File: src/sv/psg_pkg.sv
// package: shared types and constants of the tone/noise sound generator
package psg_pkg;

    localparam int unsigned PER_W  = 10;
    localparam int unsigned CNT_W  = 11;
    localparam int unsigned ATT_W  = 4;
    localparam int unsigned BVOL_W = 9;
    localparam int unsigned NSR_W  = 16;
    localparam int unsigned AMP_W  = ATT_W + BVOL_W;
    localparam int unsigned SUM_W  = 17;
    localparam int unsigned SMP_W  = 16;

    // item kinds
    localparam logic ACT_WRITE = 1'b0;
    localparam logic ACT_TICK  = 1'b1;

    // latch code of the noise control register
    localparam logic [2:0] LATCH_NOISE = 3'd6;

    // noise reload selections
    localparam logic [1:0] NSEL_16  = 2'd0;
    localparam logic [1:0] NSEL_32  = 2'd1;
    localparam logic [1:0] NSEL_64  = 2'd2;
    localparam logic [1:0] NSEL_T2  = 2'd3;

    localparam logic [CNT_W-1:0]  NRELOAD_16 = 11'h010;
    localparam logic [CNT_W-1:0]  NRELOAD_32 = 11'h020;
    localparam logic [CNT_W-1:0]  NRELOAD_64 = 11'h040;
    localparam logic [NSR_W-1:0]  NOISE_SEED = 16'h0001;
    localparam logic [BVOL_W-1:0] BVOL_RST   = 9'd100;
    localparam logic [ATT_W-1:0]  ATT_SILENT = 4'hf;
    // polarity after reset: tones 0 and 2 plus, tone 1 and noise minus
    localparam logic [3:0]        POL_RST    = 4'b0101;

    localparam logic signed [SUM_W-1:0] SMP_MAX = 17'sd32767;
    localparam logic signed [SUM_W-1:0] SMP_MIN = -17'sd32768;

    // channel levels handed from the state stage to the mixer
    typedef struct packed {
        logic                       vld;
        logic [2:0]                 tone_pol;
        logic                       noise_bit;
        logic [3:0][ATT_W-1:0]      att;
        logic [BVOL_W-1:0]          bvol;
    } t_mix_in;

endpackage

File: src/sv/psg_if.sv
// interfaces: input item, result sample and configuration write channels
interface psg_in_if;
    logic       valid;
    logic       ready;
    logic       action;
    logic [7:0] write_byte;
    modport source (output valid, output action, output write_byte, input ready);
    modport sink   (input valid, input action, input write_byte, output ready);
endinterface

interface psg_out_if;
    logic               valid;
    logic               ready;
    logic signed [15:0] sample;
    modport source (output valid, output sample, input ready);
    modport sink   (input valid, input sample, output ready);
endinterface

interface psg_cfg_if;
    logic       valid;
    logic       ready;
    logic [8:0] gain;
    modport source (output valid, output gain, input ready);
    modport sink   (input valid, input gain, output ready);
endinterface

File: src/sv/psg_tone_noise_generator_top.sv
// top level: three-tone plus noise sound generator with sample output
//
//  channel  dir  payload                        transfer when
//  i_in     in   action, write_byte             valid & ready
//  o_smp    out  sample (signed 16)             valid & ready
//  i_cfg    in   gain (9)                       valid & ready (ready always high)
//
// one item per clock while input ready is high; a tick's sample passes through the
// state register, then the mixer result register
// a write byte produces no sample; it only updates the register file
// reset is synchronous: all attenuations silent, polarities plus/minus/plus/minus
// a stalled sample holds the next tick in the state stage; input ready drops
// only while both a pending tick and a waiting sample are present
module psg_tone_noise_generator_top (
    input  logic       i_clk,
    input  logic       i_rst_n,
    psg_in_if.sink     i_in,
    psg_out_if.source  o_smp,
    psg_cfg_if.sink    i_cfg
);
    import psg_pkg::*;

    t_mix_in mix;
    logic    mix_rdy;

    assign i_cfg.ready = 1'b1;

    psg_core u_core (
        .i_clk        (i_clk),
        .i_rst_n      (i_rst_n),
        .i_valid      (i_in.valid),
        .i_action     (i_in.action),
        .i_write_byte (i_in.write_byte),
        .o_ready      (i_in.ready),
        .i_cfg_valid  (i_cfg.valid),
        .i_cfg_bvol   (i_cfg.gain),
        .i_mix_rdy    (mix_rdy),
        .o_mix        (mix)
    );

    psg_mix u_mix (
        .i_clk     (i_clk),
        .i_rst_n   (i_rst_n),
        .i_mix     (mix),
        .o_mix_rdy (mix_rdy),
        .o_valid   (o_smp.valid),
        .o_sample  (o_smp.sample),
        .i_ready   (o_smp.ready)
    );

endmodule

File: src/sv/psg_core.sv
// register file, down-counters, polarities and noise shift register
module psg_core (
    input  logic              i_clk,
    input  logic              i_rst_n,
    input  logic              i_valid,
    input  logic              i_action,
    input  logic [7:0]        i_write_byte,
    output logic              o_ready,
    input  logic              i_cfg_valid,
    input  logic [8:0]        i_cfg_bvol,
    input  logic              i_mix_rdy,
    output psg_pkg::t_mix_in  o_mix
);
    import psg_pkg::*;

    logic [2:0]                    r_latch, n_latch;
    logic [2:0][PER_W-1:0]         r_per, n_per;
    logic [3:0][ATT_W-1:0]         r_att, n_att;
    logic [2:0]                    r_nctl, n_nctl;
    logic [NSR_W-1:0]              r_nsr, n_nsr;
    logic [3:0][CNT_W-1:0]         r_cnt, n_cnt;
    logic [3:0]                    r_pol, n_pol;
    logic                          r_nbit, n_nbit;
    logic [BVOL_W-1:0]             r_bvol;
    logic                          r_mix_vld, n_mix_vld;

    logic                          acc;
    logic                          acc_wr;
    logic                          acc_tick;
    logic [2:0]                    lat;
    logic [3:0][CNT_W-1:0]         reload;
    logic                          fb;

    assign o_ready  = !r_mix_vld || i_mix_rdy;
    assign acc      = i_valid && o_ready;
    assign acc_wr   = acc && (i_action == ACT_WRITE);
    assign acc_tick = acc && (i_action == ACT_TICK);
    assign lat      = i_write_byte[7] ? i_write_byte[6:4] : r_latch;

    always_comb begin
        for (int i = 0; i < 3; i++) begin
            reload[i] = {1'b0, r_per[i]};
        end
        case (r_nctl[1:0])
            NSEL_16: reload[3] = NRELOAD_16;
            NSEL_32: reload[3] = NRELOAD_32;
            NSEL_64: reload[3] = NRELOAD_64;
            default: reload[3] = {1'b0, r_per[2]};
        endcase
    end

    assign fb = r_nctl[2] ? (r_nsr[0] ^ r_nsr[3]) : r_nsr[0];

    always_comb begin
        n_latch   = r_latch;
        n_per     = r_per;
        n_att     = r_att;
        n_nctl    = r_nctl;
        n_nsr     = r_nsr;
        n_cnt     = r_cnt;
        n_pol     = r_pol;
        n_nbit    = r_nbit;
        n_mix_vld = r_mix_vld && !i_mix_rdy;
        if (acc_wr) begin
            n_latch = lat;
            if (lat == LATCH_NOISE) begin
                n_nctl = i_write_byte[2:0];
                n_nsr  = NOISE_SEED;
            end else if (lat[0]) begin
                n_att[lat[2:1]] = i_write_byte[3:0];
            end else begin
                for (int i = 0; i < 3; i++) begin
                    if (lat[2:1] == 2'(i)) begin
                        if (i_write_byte[7]) begin
                            n_per[i] = {r_per[i][PER_W-1:4], i_write_byte[3:0]};
                        end else begin
                            n_per[i] = {i_write_byte[5:0], r_per[i][3:0]};
                        end
                    end
                end
            end
        end
        if (acc_tick) begin
            n_mix_vld = 1'b1;
            for (int i = 0; i < 4; i++) begin
                // zero or one reloads, so period zero toggles every tick
                if (r_cnt[i] <= CNT_W'(1)) begin
                    n_cnt[i] = reload[i];
                    n_pol[i] = !r_pol[i];
                end else begin
                    n_cnt[i] = r_cnt[i] - CNT_W'(1);
                end
            end
            // noise rising edge: sample then shift
            if (r_cnt[3] <= CNT_W'(1) && !r_pol[3]) begin
                n_nbit = r_nsr[0];
                n_nsr  = {fb, r_nsr[NSR_W-1:1]};
            end
        end
    end

    always_ff @(posedge i_clk) begin
        if (!i_rst_n) begin
            r_latch   <= '0;
            r_per     <= '0;
            r_att     <= {4{ATT_SILENT}};
            r_nctl    <= '0;
            r_nsr     <= '0;
            r_cnt     <= '0;
            r_pol     <= POL_RST;
            r_nbit    <= 1'b0;
            r_bvol    <= BVOL_RST;
            r_mix_vld <= 1'b0;
        end else begin
            r_latch   <= n_latch;
            r_per     <= n_per;
            r_att     <= n_att;
            r_nctl    <= n_nctl;
            r_nsr     <= n_nsr;
            r_cnt     <= n_cnt;
            r_pol     <= n_pol;
            r_nbit    <= n_nbit;
            r_mix_vld <= n_mix_vld;
            if (i_cfg_valid) begin
                r_bvol <= i_cfg_bvol;
            end
        end
    end

    assign o_mix.vld       = r_mix_vld;
    assign o_mix.tone_pol  = r_pol[2:0];
    assign o_mix.noise_bit = r_nbit;
    assign o_mix.att       = r_att;
    assign o_mix.bvol      = r_bvol;

    a_write_keeps_counters: assert property (@(posedge i_clk) disable iff (!i_rst_n)
        acc_wr |=> $stable(r_cnt) && $stable(r_pol))
        else $error("register write moved a counter or polarity");

    a_tick_makes_pending: assert property (@(posedge i_clk) disable iff (!i_rst_n)
        acc_tick |=> r_mix_vld)
        else $error("tick transfer did not raise a pending sample");

    a_pending_holds_state: assert property (@(posedge i_clk) disable iff (!i_rst_n)
        r_mix_vld && !i_mix_rdy |=> $stable(r_pol) && $stable(r_att) && $stable(r_nbit))
        else $error("channel state changed under a stalled sample");

    a_zero_nsr_stays: assert property (@(posedge i_clk) disable iff (!i_rst_n)
        r_nsr == '0 && !acc_wr |=> r_nsr == '0)
        else $error("noise shift register left zero without a write");

endmodule

File: src/sv/psg_mix.sv
// mixer: scales channel levels, sums, saturates and holds the result register
module psg_mix (
    input  logic               i_clk,
    input  logic               i_rst_n,
    input  psg_pkg::t_mix_in   i_mix,
    output logic               o_mix_rdy,
    output logic               o_valid,
    output logic signed [15:0] o_sample,
    input  logic               i_ready
);
    import psg_pkg::*;

    logic [3:0][AMP_W-1:0]    amp;
    logic signed [SUM_W-1:0]  sum;
    logic signed [SUM_W-1:0]  sat;
    logic                     r_out_vld;
    logic signed [SMP_W-1:0]  r_sample;
    logic                     load;

    always_comb begin
        // 15 - attenuation is the bitwise inverse
        for (int i = 0; i < 4; i++) begin
            amp[i] = {{BVOL_W{1'b0}}, ~i_mix.att[i]} * AMP_W'(i_mix.bvol);
        end
        sum = '0;
        for (int i = 0; i < 3; i++) begin
            if (i_mix.tone_pol[i]) begin
                sum = sum + $signed({4'b0, amp[i]});
            end else begin
                sum = sum - $signed({4'b0, amp[i]});
            end
        end
        if (i_mix.noise_bit) begin
            sum = sum + $signed({4'b0, amp[3]});
        end
        if (sum > SMP_MAX) begin
            sat = SMP_MAX;
        end else if (sum < SMP_MIN) begin
            sat = SMP_MIN;
        end else begin
            sat = sum;
        end
    end

    assign o_mix_rdy = !r_out_vld || i_ready;
    assign load      = i_mix.vld && o_mix_rdy;

    always_ff @(posedge i_clk) begin
        if (!i_rst_n) begin
            r_out_vld <= 1'b0;
        end else if (o_mix_rdy) begin
            r_out_vld <= i_mix.vld;
        end
    end

    always_ff @(posedge i_clk) begin
        if (load) begin
            r_sample <= sat[SMP_W-1:0];
        end
    end

    assign o_valid  = r_out_vld;
    assign o_sample = r_sample;

    a_load_shows: assert property (@(posedge i_clk) disable iff (!i_rst_n)
        load |=> r_out_vld)
        else $error("loaded sample not presented");

    a_no_overwrite: assert property (@(posedge i_clk) disable iff (!i_rst_n)
        r_out_vld && !i_ready |=> $stable(r_sample))
        else $error("waiting sample overwritten");

    a_silent_zero: assert property (@(posedge i_clk) disable iff (!i_rst_n)
        load && i_mix.att == {4{ATT_SILENT}} |=> r_sample == '0)
        else $error("all channels silent but sample nonzero");

endmodule
File: src/flat_wrapper.sv
// flat-port wrapper written by rule: the top's interface ports become plain ports
module psg_tone_noise_generator_top_flat import psg_pkg::*;
  (i_clk, i_rst_n, i_in_valid, i_in_action, i_in_write_byte, i_in_ready, o_smp_valid, o_smp_sample, o_smp_ready, i_cfg_valid, i_cfg_gain, i_cfg_ready);
  psg_in_if i_in_i ();
  psg_out_if o_smp_i ();
  psg_cfg_if i_cfg_i ();
  input  logic i_clk;
  input  logic i_rst_n;
  input wire logic [$bits(i_in_i.valid)-1:0] i_in_valid;
  input wire logic [$bits(i_in_i.action)-1:0] i_in_action;
  input wire logic [$bits(i_in_i.write_byte)-1:0] i_in_write_byte;
  output wire logic [$bits(i_in_i.ready)-1:0] i_in_ready;
  output wire logic [$bits(o_smp_i.valid)-1:0] o_smp_valid;
  output wire logic [$bits(o_smp_i.sample)-1:0] o_smp_sample;
  input wire logic [$bits(o_smp_i.ready)-1:0] o_smp_ready;
  input wire logic [$bits(i_cfg_i.valid)-1:0] i_cfg_valid;
  input wire logic [$bits(i_cfg_i.gain)-1:0] i_cfg_gain;
  output wire logic [$bits(i_cfg_i.ready)-1:0] i_cfg_ready;
  assign i_in_i.valid = i_in_valid;
  assign i_in_i.action = i_in_action;
  assign i_in_i.write_byte = i_in_write_byte;
  assign i_in_ready = i_in_i.ready;
  assign o_smp_valid = o_smp_i.valid;
  assign o_smp_sample = o_smp_i.sample;
  assign o_smp_i.ready = o_smp_ready;
  assign i_cfg_i.valid = i_cfg_valid;
  assign i_cfg_i.gain = i_cfg_gain;
  assign i_cfg_ready = i_cfg_i.ready;
  psg_tone_noise_generator_top u_core (.i_clk(i_clk), .i_rst_n(i_rst_n), .i_in(i_in_i), .o_smp(o_smp_i), .i_cfg(i_cfg_i));
endmodule
File: config.mk
export PLATFORM = sky130hd
export DESIGN_NAME = psg_tone_noise_generator_top_flat
export DESIGN_NICKNAME = d
export VERILOG_FILES = /design/src/sv/psg_pkg.sv /design/src/sv/psg_if.sv /design/src/sv/psg_tone_noise_generator_top.sv /design/src/sv/psg_core.sv /design/src/sv/psg_mix.sv /design/src/flat_wrapper.sv
export SDC_FILE = /design/constraint.sdc
export NUM_CORES = 1
export LEC_CHECK = 0
export ABC_AREA = 1
export BUFFER_PORTS_ARGS = -buffer_cell sky130_fd_sc_hd__clkbuf_2
export CORE_MARGIN = 5
export CORE_UTILIZATION = 35
export CTS_BUF_LIST = sky130_fd_sc_hd__clkbuf_16
export CTS_CLUSTER_DIAMETER = 100
export DETAILED_ROUTE_END_ITERATION = 10
export SLEW_MARGIN = 10
export SYNTH_ARGS = -nofsm -noshare
export SYNTH_HDL_FRONTEND = slang
export SYNTH_SLANG_ARGS = --single-unit
File: constraint.sdc
create_clock -name i_clk -period 8.6 [get_ports i_clk]
set_clock_uncertainty 0.1 [all_clocks]
set_input_delay 1.29 -clock i_clk [delete_from_list [all_inputs] [get_ports i_clk]]
set_output_delay 1.29 -clock i_clk [all_outputs]
set_load 0.05 [all_outputs]
Word level (Yosys, flattened, before mapping) --
Cells that the tools add are included.
Operators by class: add/subtract/negate cells 10, $mul 4, div/mod/pow operators 0, $lt $le $gt $ge 8, equal/unequal tests 5, shift-type cells 0, multiplexer cells 20, bitwise gates (word level) 9, reduce and logical (&&, ||, !) cells 31
Operators by type and width (number):
- $mux W16 | 5
- $mux W17 | 4
- $mul A4 B9 Y13 | 4
- $add A17 B14 Y17 | 3
- $le A11 B1 Y1 const B | 4
- $mux W11 | 4
- $sub A11 B1 Y11 const B | 4
- $sub A17 B14 Y17 | 2
- $pmux W10 S3 | 1
- $reduce_and A5 Y1 | 6
- $gt A17 B16 Y1 const B | 1
- $lt A17 B16 Y1 const B | 1
- $bwmux W16 | 1
- $not A4 Y4 | 4
- $sub A1 B13 Y14 const A | 1
- $reduce_and A2 Y1 | 6
- $demux W4 S2 | 1
- $logic_and A1 B1 Y1 | 7
- $logic_not A1 Y1 | 7
- $eq A2 B1 Y1 const B | 2
- $eq A2 B2 Y1 const B | 2
- $logic_not A2 Y1 | 2
- $mux W4 | 1
- $not A1 Y1 | 4
- other kinds (8) | 10
Storage, ports and cells: bits in registers 144, bits in latches 0, bits in writable memories 0, memory bits (read-only) 0, input bits 23, output and inout port bits 19, logic and storage cells 113, memories kept 0

Depth between registers and ports, before layout --
depth in word-level cells 12, mapped depth 48, depth with buffers taken out 46

Cells and area by module --
From an unflattened synthesis, not the netlist that was laid out.
Second synthesis, totals: cell total of the unflattened synthesis 2266, area, all modules 14750.4 um^2
Modules (own cells, without submodules):
- psg_mix | instances 1, cells an instance 1292, area each 8308.0 um^2, seq. area each 500.5 um^2
- psg_core | instances 1, cells an instance 972, area each 6431.2 um^2, seq. area each 2542.4 um^2
- psg_tone_noise_generator_top | instances 1, cells an instance 2, area each 11.3 um^2, seq. area each 0.0 um^2

Worst setup path before layout --
No wires, ideal clock.
kind reg-to-reg, start reg u_core.u_core.r_bvol[1], end reg u_core.u_mix.r_sample[14], in the netlist u_core.u_mix.o_sample[14], data pin, setup time 253 ps, arrival 7137 ps, data required time 8247 ps, slack 1110 ps, stages on the path, launching flop included 45, buffers on the path 2, period minus slack after synthesis 7490 ps, cells stage by stage dfxtp_1 -> inv_1 -> clkbuf_1 -> nor2_1 -> fa_1 -> inv_1 -> fa_1 -> inv_1 -> ha_1 -> nand3_1 -> nand3_2 -> nand2_1 -> nand2_1 -> nor3b_1 -> or2_2 -> xor2_1 -> inv_1 -> ha_1 -> [... 9 more ...] -> inv_1 -> a31oi_1 -> xnor2_1 -> ha_1 -> nand2_1 -> nor2_1 -> nand3_1 -> o2111ai_1 -> a21oi_1 -> nor3_1 -> nand3b_1 -> nand2_1 -> nand3_2 -> nand2_4 -> nand2_4 -> buf_8 -> nand2_2 -> nand2_1
Between the ends: word-level cells in the longest chain between the ends 11, elaborated cells between the ends (all ways) 17, classes of those cells add/sub: 6; mul: 4; order compare: 2; mux: 5
Ends and longest elaborated chain:
- start, declared | line psg_core.sv:24 | logic [BVOL_W-1:0] r_bvol;
- start signal, assigned | line psg_core.sv:125 | r_bvol <= i_cfg_bvol;
- $mul A4 B9 Y13 | line psg_mix.sv:23 | amp[i] = {{BVOL_W{1'b0}}, ~i_mix.att[i]} * AMP_W'(i_mix.bvol);
- $sub A1 B13 Y14 | line psg_mix.sv:30 | sum = sum - $signed({4'b0, amp[i]});
- $mux W17 | line psg_mix.sv:27 | if (i_mix.tone_pol[i]) begin
- $sub A17 B14 Y17 or $add A17 B14 Y17 (tied branches) | line psg_mix.sv:30, psg_mix.sv:28
- $mux W17 | line psg_mix.sv:27
- $sub A17 B14 Y17 or $add A17 B14 Y17 (tied branches) | line psg_mix.sv:30, psg_mix.sv:28
- $mux W17 | line psg_mix.sv:27
- $add A17 B14 Y17 | line psg_mix.sv:34 | sum = sum + $signed({4'b0, amp[3]});
- $mux W17 (*) | line psg_mix.sv:33 | if (i_mix.noise_bit) begin
- $lt A17 B16 Y1 | line psg_mix.sv:38 | end else if (sum < SMP_MIN) begin
- $mux W16 | line psg_mix.sv:38
- end signal, assigned | line psg_mix.sv:58 | r_sample <= sat[SMP_W-1:0];
- end, declared | line psg_mix.sv:17 | logic signed [SMP_W-1:0] r_sample;
Mark *: on every way between the ends. The rest lies on a longest branch, timed or not. A chain may end at the register's enable or synchronous reset.

Final worst setup path --
start reg u_core.u_core.r_att, in the netlist u_core.u_core.o_mix[12], end reg u_core.u_mix.r_sample[2], in the netlist u_core.u_mix.o_sample[2], data pin
Between the ends: word-level cells in the longest chain between the ends 12, elaborated cells between the ends (all ways) 15, classes of those cells add/sub: 6; mul: 1; order compare: 2; mux: 5; bitwise: 1
Ends and longest elaborated chain:
- start, declared | line psg_core.sv:18 | logic [3:0][ATT_W-1:0] r_att, n_att;
- start signal, assigned | line psg_core.sv:106 | r_att <= {4{ATT_SILENT}};
- start signal, assigned | line psg_core.sv:117 | r_att <= n_att;
- $not A4 Y4 (*) | line psg_mix.sv:23
- $mul A4 B9 Y13 (*) | line psg_mix.sv:23
- $sub A1 B13 Y14 | line psg_mix.sv:30
- $mux W17 (*) | line psg_mix.sv:27
- $sub A17 B14 Y17 or $add A17 B14 Y17 (tied branches) | line psg_mix.sv:30, psg_mix.sv:28
- $mux W17 (*) | line psg_mix.sv:27
- $sub A17 B14 Y17 or $add A17 B14 Y17 (tied branches) | line psg_mix.sv:30, psg_mix.sv:28
- $mux W17 (*) | line psg_mix.sv:27
- $add A17 B14 Y17 | line psg_mix.sv:34
- $mux W17 (*) | line psg_mix.sv:33
- $lt A17 B16 Y1 | line psg_mix.sv:38
- $mux W16 | line psg_mix.sv:38
Marks and branches as above.

==> flow_metrics.py <==
metrics = {
    "run_status": {
        "status": "finished, final reports clean",
    },
    "final_layout": {
        "antennaDiodeCount": 0,
        "synthToLayoutAreaGrowth_pct": 9.45,
        "drive_above_1_share_pct": 7.21,
        "fillers": 4167,
        "fin_nets": 2289,
        "final_cells": 2620,
    },
    "logic_synthesis": {
        "synth_nets": 2274,
        "syn_area_um2": 13900,
        "synth.distinct_cells": 54,
        "synth-main-ff-cell": "dfxtp_1",
        "synth_cells": 2067,
        "synth_warnings": 0,
        "synth_edf_count": 16,
        "synthArstFlopShare_pct": 0,
        "yosysMostFrequentCell": "nand2_1",
        "postSynthAreaPerCell_um2": 6.73,
        "synth-seq-cells": 144,
        "synth_top_area_share_pct": 18.4,
        "synth_top_area_cell": "dfxtp_1",
        "synthTopCellsByCount": "447 x nand2_1, 319 x inv_1, 241 x nor2_1, 148 x a21oi_1, 130 x o21ai_0",
        "yosysSeqAreaShare_pct": 21.9,
        "synthTopCellsByArea": "dfxtp_1 18%, nand2_1 12%, ha_1 11%",
    },
    "worst_setup_path": {
        "arrival_ps": 7880,
        "r2r_start": "u_core.u_core.o_mix[12]",
        "cp_num_cells": 39,
        "critPathLaunch": "u_core.u_core.o_mix[12]",
        "startpoint_type": "flip-flop",
        "crit_path_end_kind": "flip-flop",
        "path_common_cell": "inv_1",
        "crit_required_ps": 8680,
        "reg2reg_depth": 39,
        "cpPeakStageDelay_ps": 560,
        "worst_path_dominant_cell_family": "adder cells",
        "path_class": "flip-flop to flip-flop",
        "crit_buf_inv": 6,
        "worstPathMaxFanout": 15,
        "cp_slowest_cell": "fa_1",
    },
    "drt": {
        "wl_mm": 36.2,
        "vias": 12900,
        "final_antenna_net_count": 0,
        "drcViolationCount": 0,
        "dr.first_iter.drc_count": 797,
        "routed_via_density": 4.91,
        "routedWlPerCell_um": 13.8,
        "dr.pass1.iters": 5,
    },
    "cts": {
        "cts_num_sinks": 144,
        "clock_latency_ps": 440,
        "clk_transition_reported_paths_ps": 70,
        "cts_made_buffers": 17,
        "cts_max_level": 4,
        "cts_tree": "built",
        "root_buffer": "clkbuf_16",
        "clk_path_buf_depth": 2,
        "post_cts_buffers": 0,
    },
    "min_path": {
        "min-delay-start": "u_core.u_core.r_nctl[2]",
        "holdPathStages": 2,
        "worstHoldPathType": "flip-flop to flip-flop",
    },
    "power_and_ir_drop": {
        "power_frac_seq_pct": 31.8,
        "swShare_pct": 41.4,
        "p_leak_nw": 7.80,
        "peakVddDrop_uv": 119,
        "p_sw_w": 0.00108,
        "p_comb_share_pct": 40.0,
        "power-per-cell-area_nw_per_um2": 172,
        "p_clk_share_pct": 28.2,
        "p_int_w": 0.00153,
    },
    "timing": {
        "tightest_slew_ps": 920,
        "rsz0062_at_grt": "false",
        "setup_viol": 0,
        "maxSlewHeadroom_pct": 38.7,
        "finalHoldViolations": 0,
        "timing.fmax_mhz": 128,
        "finalCriticalPeriod_ps": 7810,
        "post-route-period-util_pct": 90.8,
        "slew_viol_final": 0,
        "setup_tns_ps": 0,
    },
    "placed_design": {
        "gp_congestion": 0.910,
        "hpwl_mm": 28.3,
        "place_inst": 2588,
        "port_buffers": 40,
    },
    "global_routing": {
        "grt_usage_pct": 16.6,
        "grt_overflow": 0,
        "grt_max_degree": 93,
        "antenna_found_initial": 0,
        "grt_pass1_vias": 12200,
        "grt_pass1_wl_mm": 60.7,
    },
    "die": {
        "initial_core_util_pct": 35.2,
        "core-area_um2": 39500,
        "core.rowCount": 73,
        "die-area_um2": 43800,
        "die_w_um": 209,
        "die_h_um": 209,
        "ios": 42,
    },
    "run": {
        "drv_cap": 0,
    },
}
## sequential cells by signal (all words and copies together) (netlist names)
signal,count
u_core.u_core.r_latch,3
u_core.u_core.r_cnt,44
u_core.u_mix.o_valid,1
u_core.u_core.r_nctl,3
u_core.u_core.r_per,30
u_core.u_core.r_bvol,9
u_core.u_mix.o_sample,16
u_core.u_core.r_pol,4
u_core.u_core.r_mix_vld,1
u_core.u_core.r_nbit,1
u_core.u_core.r_nsr,16
u_core.u_core.o_mix,16
## power groups by stage
stage	clock network, W	logic (W)	registers (W)
final	0.000737	0.00104	0.000833
after global placement	0	0.00103	0.000845
after detailed placement	0	0.00104	0.000846
after floorplan	0	0.000811	0.000854
after CTS	0.000754	0.00104	0.000832
after global routing	0.000782	0.00119	0.000844
## cells by family after synthesis
logic type | after synthesis | share of synthesized area [%]
xor+xnor | 95 | 6.04
buf+inv | 387 | 10.6
simple gates | 893 | 27.1
other cells | 1 | 0.0270
fa+ha+maj | 184 | 19.7
compound gates | 363 | 14.6
flops | 144 | 21.9
## metal layers
| metal | global-route usage (%) | vias to the layer above | routed length [µm] |
|---|---|---|---|
| met5 | 0 | - | 0 |
| met4 | 3.94 | 0 | 552 |
| met3 | 2.65 | 44 | 1630 |
| met2 | 26.1 | 253 | 15800 |
| met1 | 23.9 | 5880 | 18200 |
| li1 | - | 6676 | - |
## metrics by stage
stage	power (W)	hold WS [ps]	instance area (µm²)	utilization [%]	setup WS [ps]
after floorplan	0.00166	338	13900	-	1110
after global placement	0.00187	351	14600	37.0	719
after detailed placement	0.00188	354	14600	37.0	564
after CTS	0.00263	363	15200	38.4	528
after global routing	0.00281	376	15200	38.5	15.8
final	0.00261	362	15200	38.5	793
## final cells by class
class / count / area (µm²) / share of cell area, %
inverters: 333 / 1250 / 8.21
clock buffers: 17 / 425 / 2.80
well taps: 525 / 657 / 4.32
flip-flops and latches: 144 / 3050 / 20.0
clock inverters: 15 / 150 / 0.987
repair buffers: 50 / 275 / 1.81
multi-input cells: 1536 / 9410 / 61.9
## timing repair
item,CTS,global route
hold buffers,0,0
gates resized for setup,0,8
setup endpoints to repair,0,16
## worst paths after layout
kind                            slack, ps                  endpoint
worst max-delay path                  790  u_core.u_mix.o_sample[2]
worst min-delay path                  360   u_core.u_core.r_nctl[2]
worst max register to register        790  u_core.u_mix.o_sample[2]
worst min register to register        360   u_core.u_core.r_nctl[2]
## tightest hold or removal path, delay by kind of cell (launching register included)
family,cells,cell delay [ps]
AO/OA/AOI/OAI,1,50
flip-flops,1,310
AND/OR/NAND/NOR,1,60
## cell usage in the layout, fill, tap and decap left out, types with 4 or more instances in the layout
| cell | synthesis | final |
|---|---|---|
| inv_2 | 8 | 8 |
| o21ai_0 | 130 | 129 |
| edfxtp_1 | 16 | 16 |
| nand4_1 | 24 | 24 |
| xnor2_1 | 37 | 37 |
| clkbuf_2 | 0 | 40 |
| o21ai_1 | 3 | 4 |
| nand2_1 | 447 | 447 |
| inv_8 | 0 | 4 |
| nand3b_1 | 5 | 5 |
| nand3_1 | 85 | 85 |
| clkinv_1 | 6 | 6 |
| a31oi_1 | 15 | 15 |
| nand2_2 | 23 | 23 |
| or2_2 | 8 | 8 |
| dfxtp_1 | 128 | 125 |
| o31ai_1 | 5 | 5 |
| a21o_1 | 6 | 6 |
| o211ai_1 | 29 | 29 |
| inv_6 | 0 | 5 |
| a21oi_2 | 3 | 5 |
| o221ai_1 | 5 | 5 |
| nand3_2 | 4 | 4 |
| xor2_1 | 57 | 56 |
| nor3_1 | 34 | 33 |
| inv_1 | 319 | 320 |
| a221oi_1 | 4 | 4 |
| a21oi_1 | 148 | 146 |
| buf_4 | 2 | 10 |
| nor4_1 | 7 | 7 |
| ha_1 | 125 | 125 |
| fa_1 | 59 | 59 |
| nor2_2 | 8 | 8 |
| clkbuf_16 | 0 | 17 |
| nor2_1 | 241 | 241 |
(Power assumes the default switching activity.)
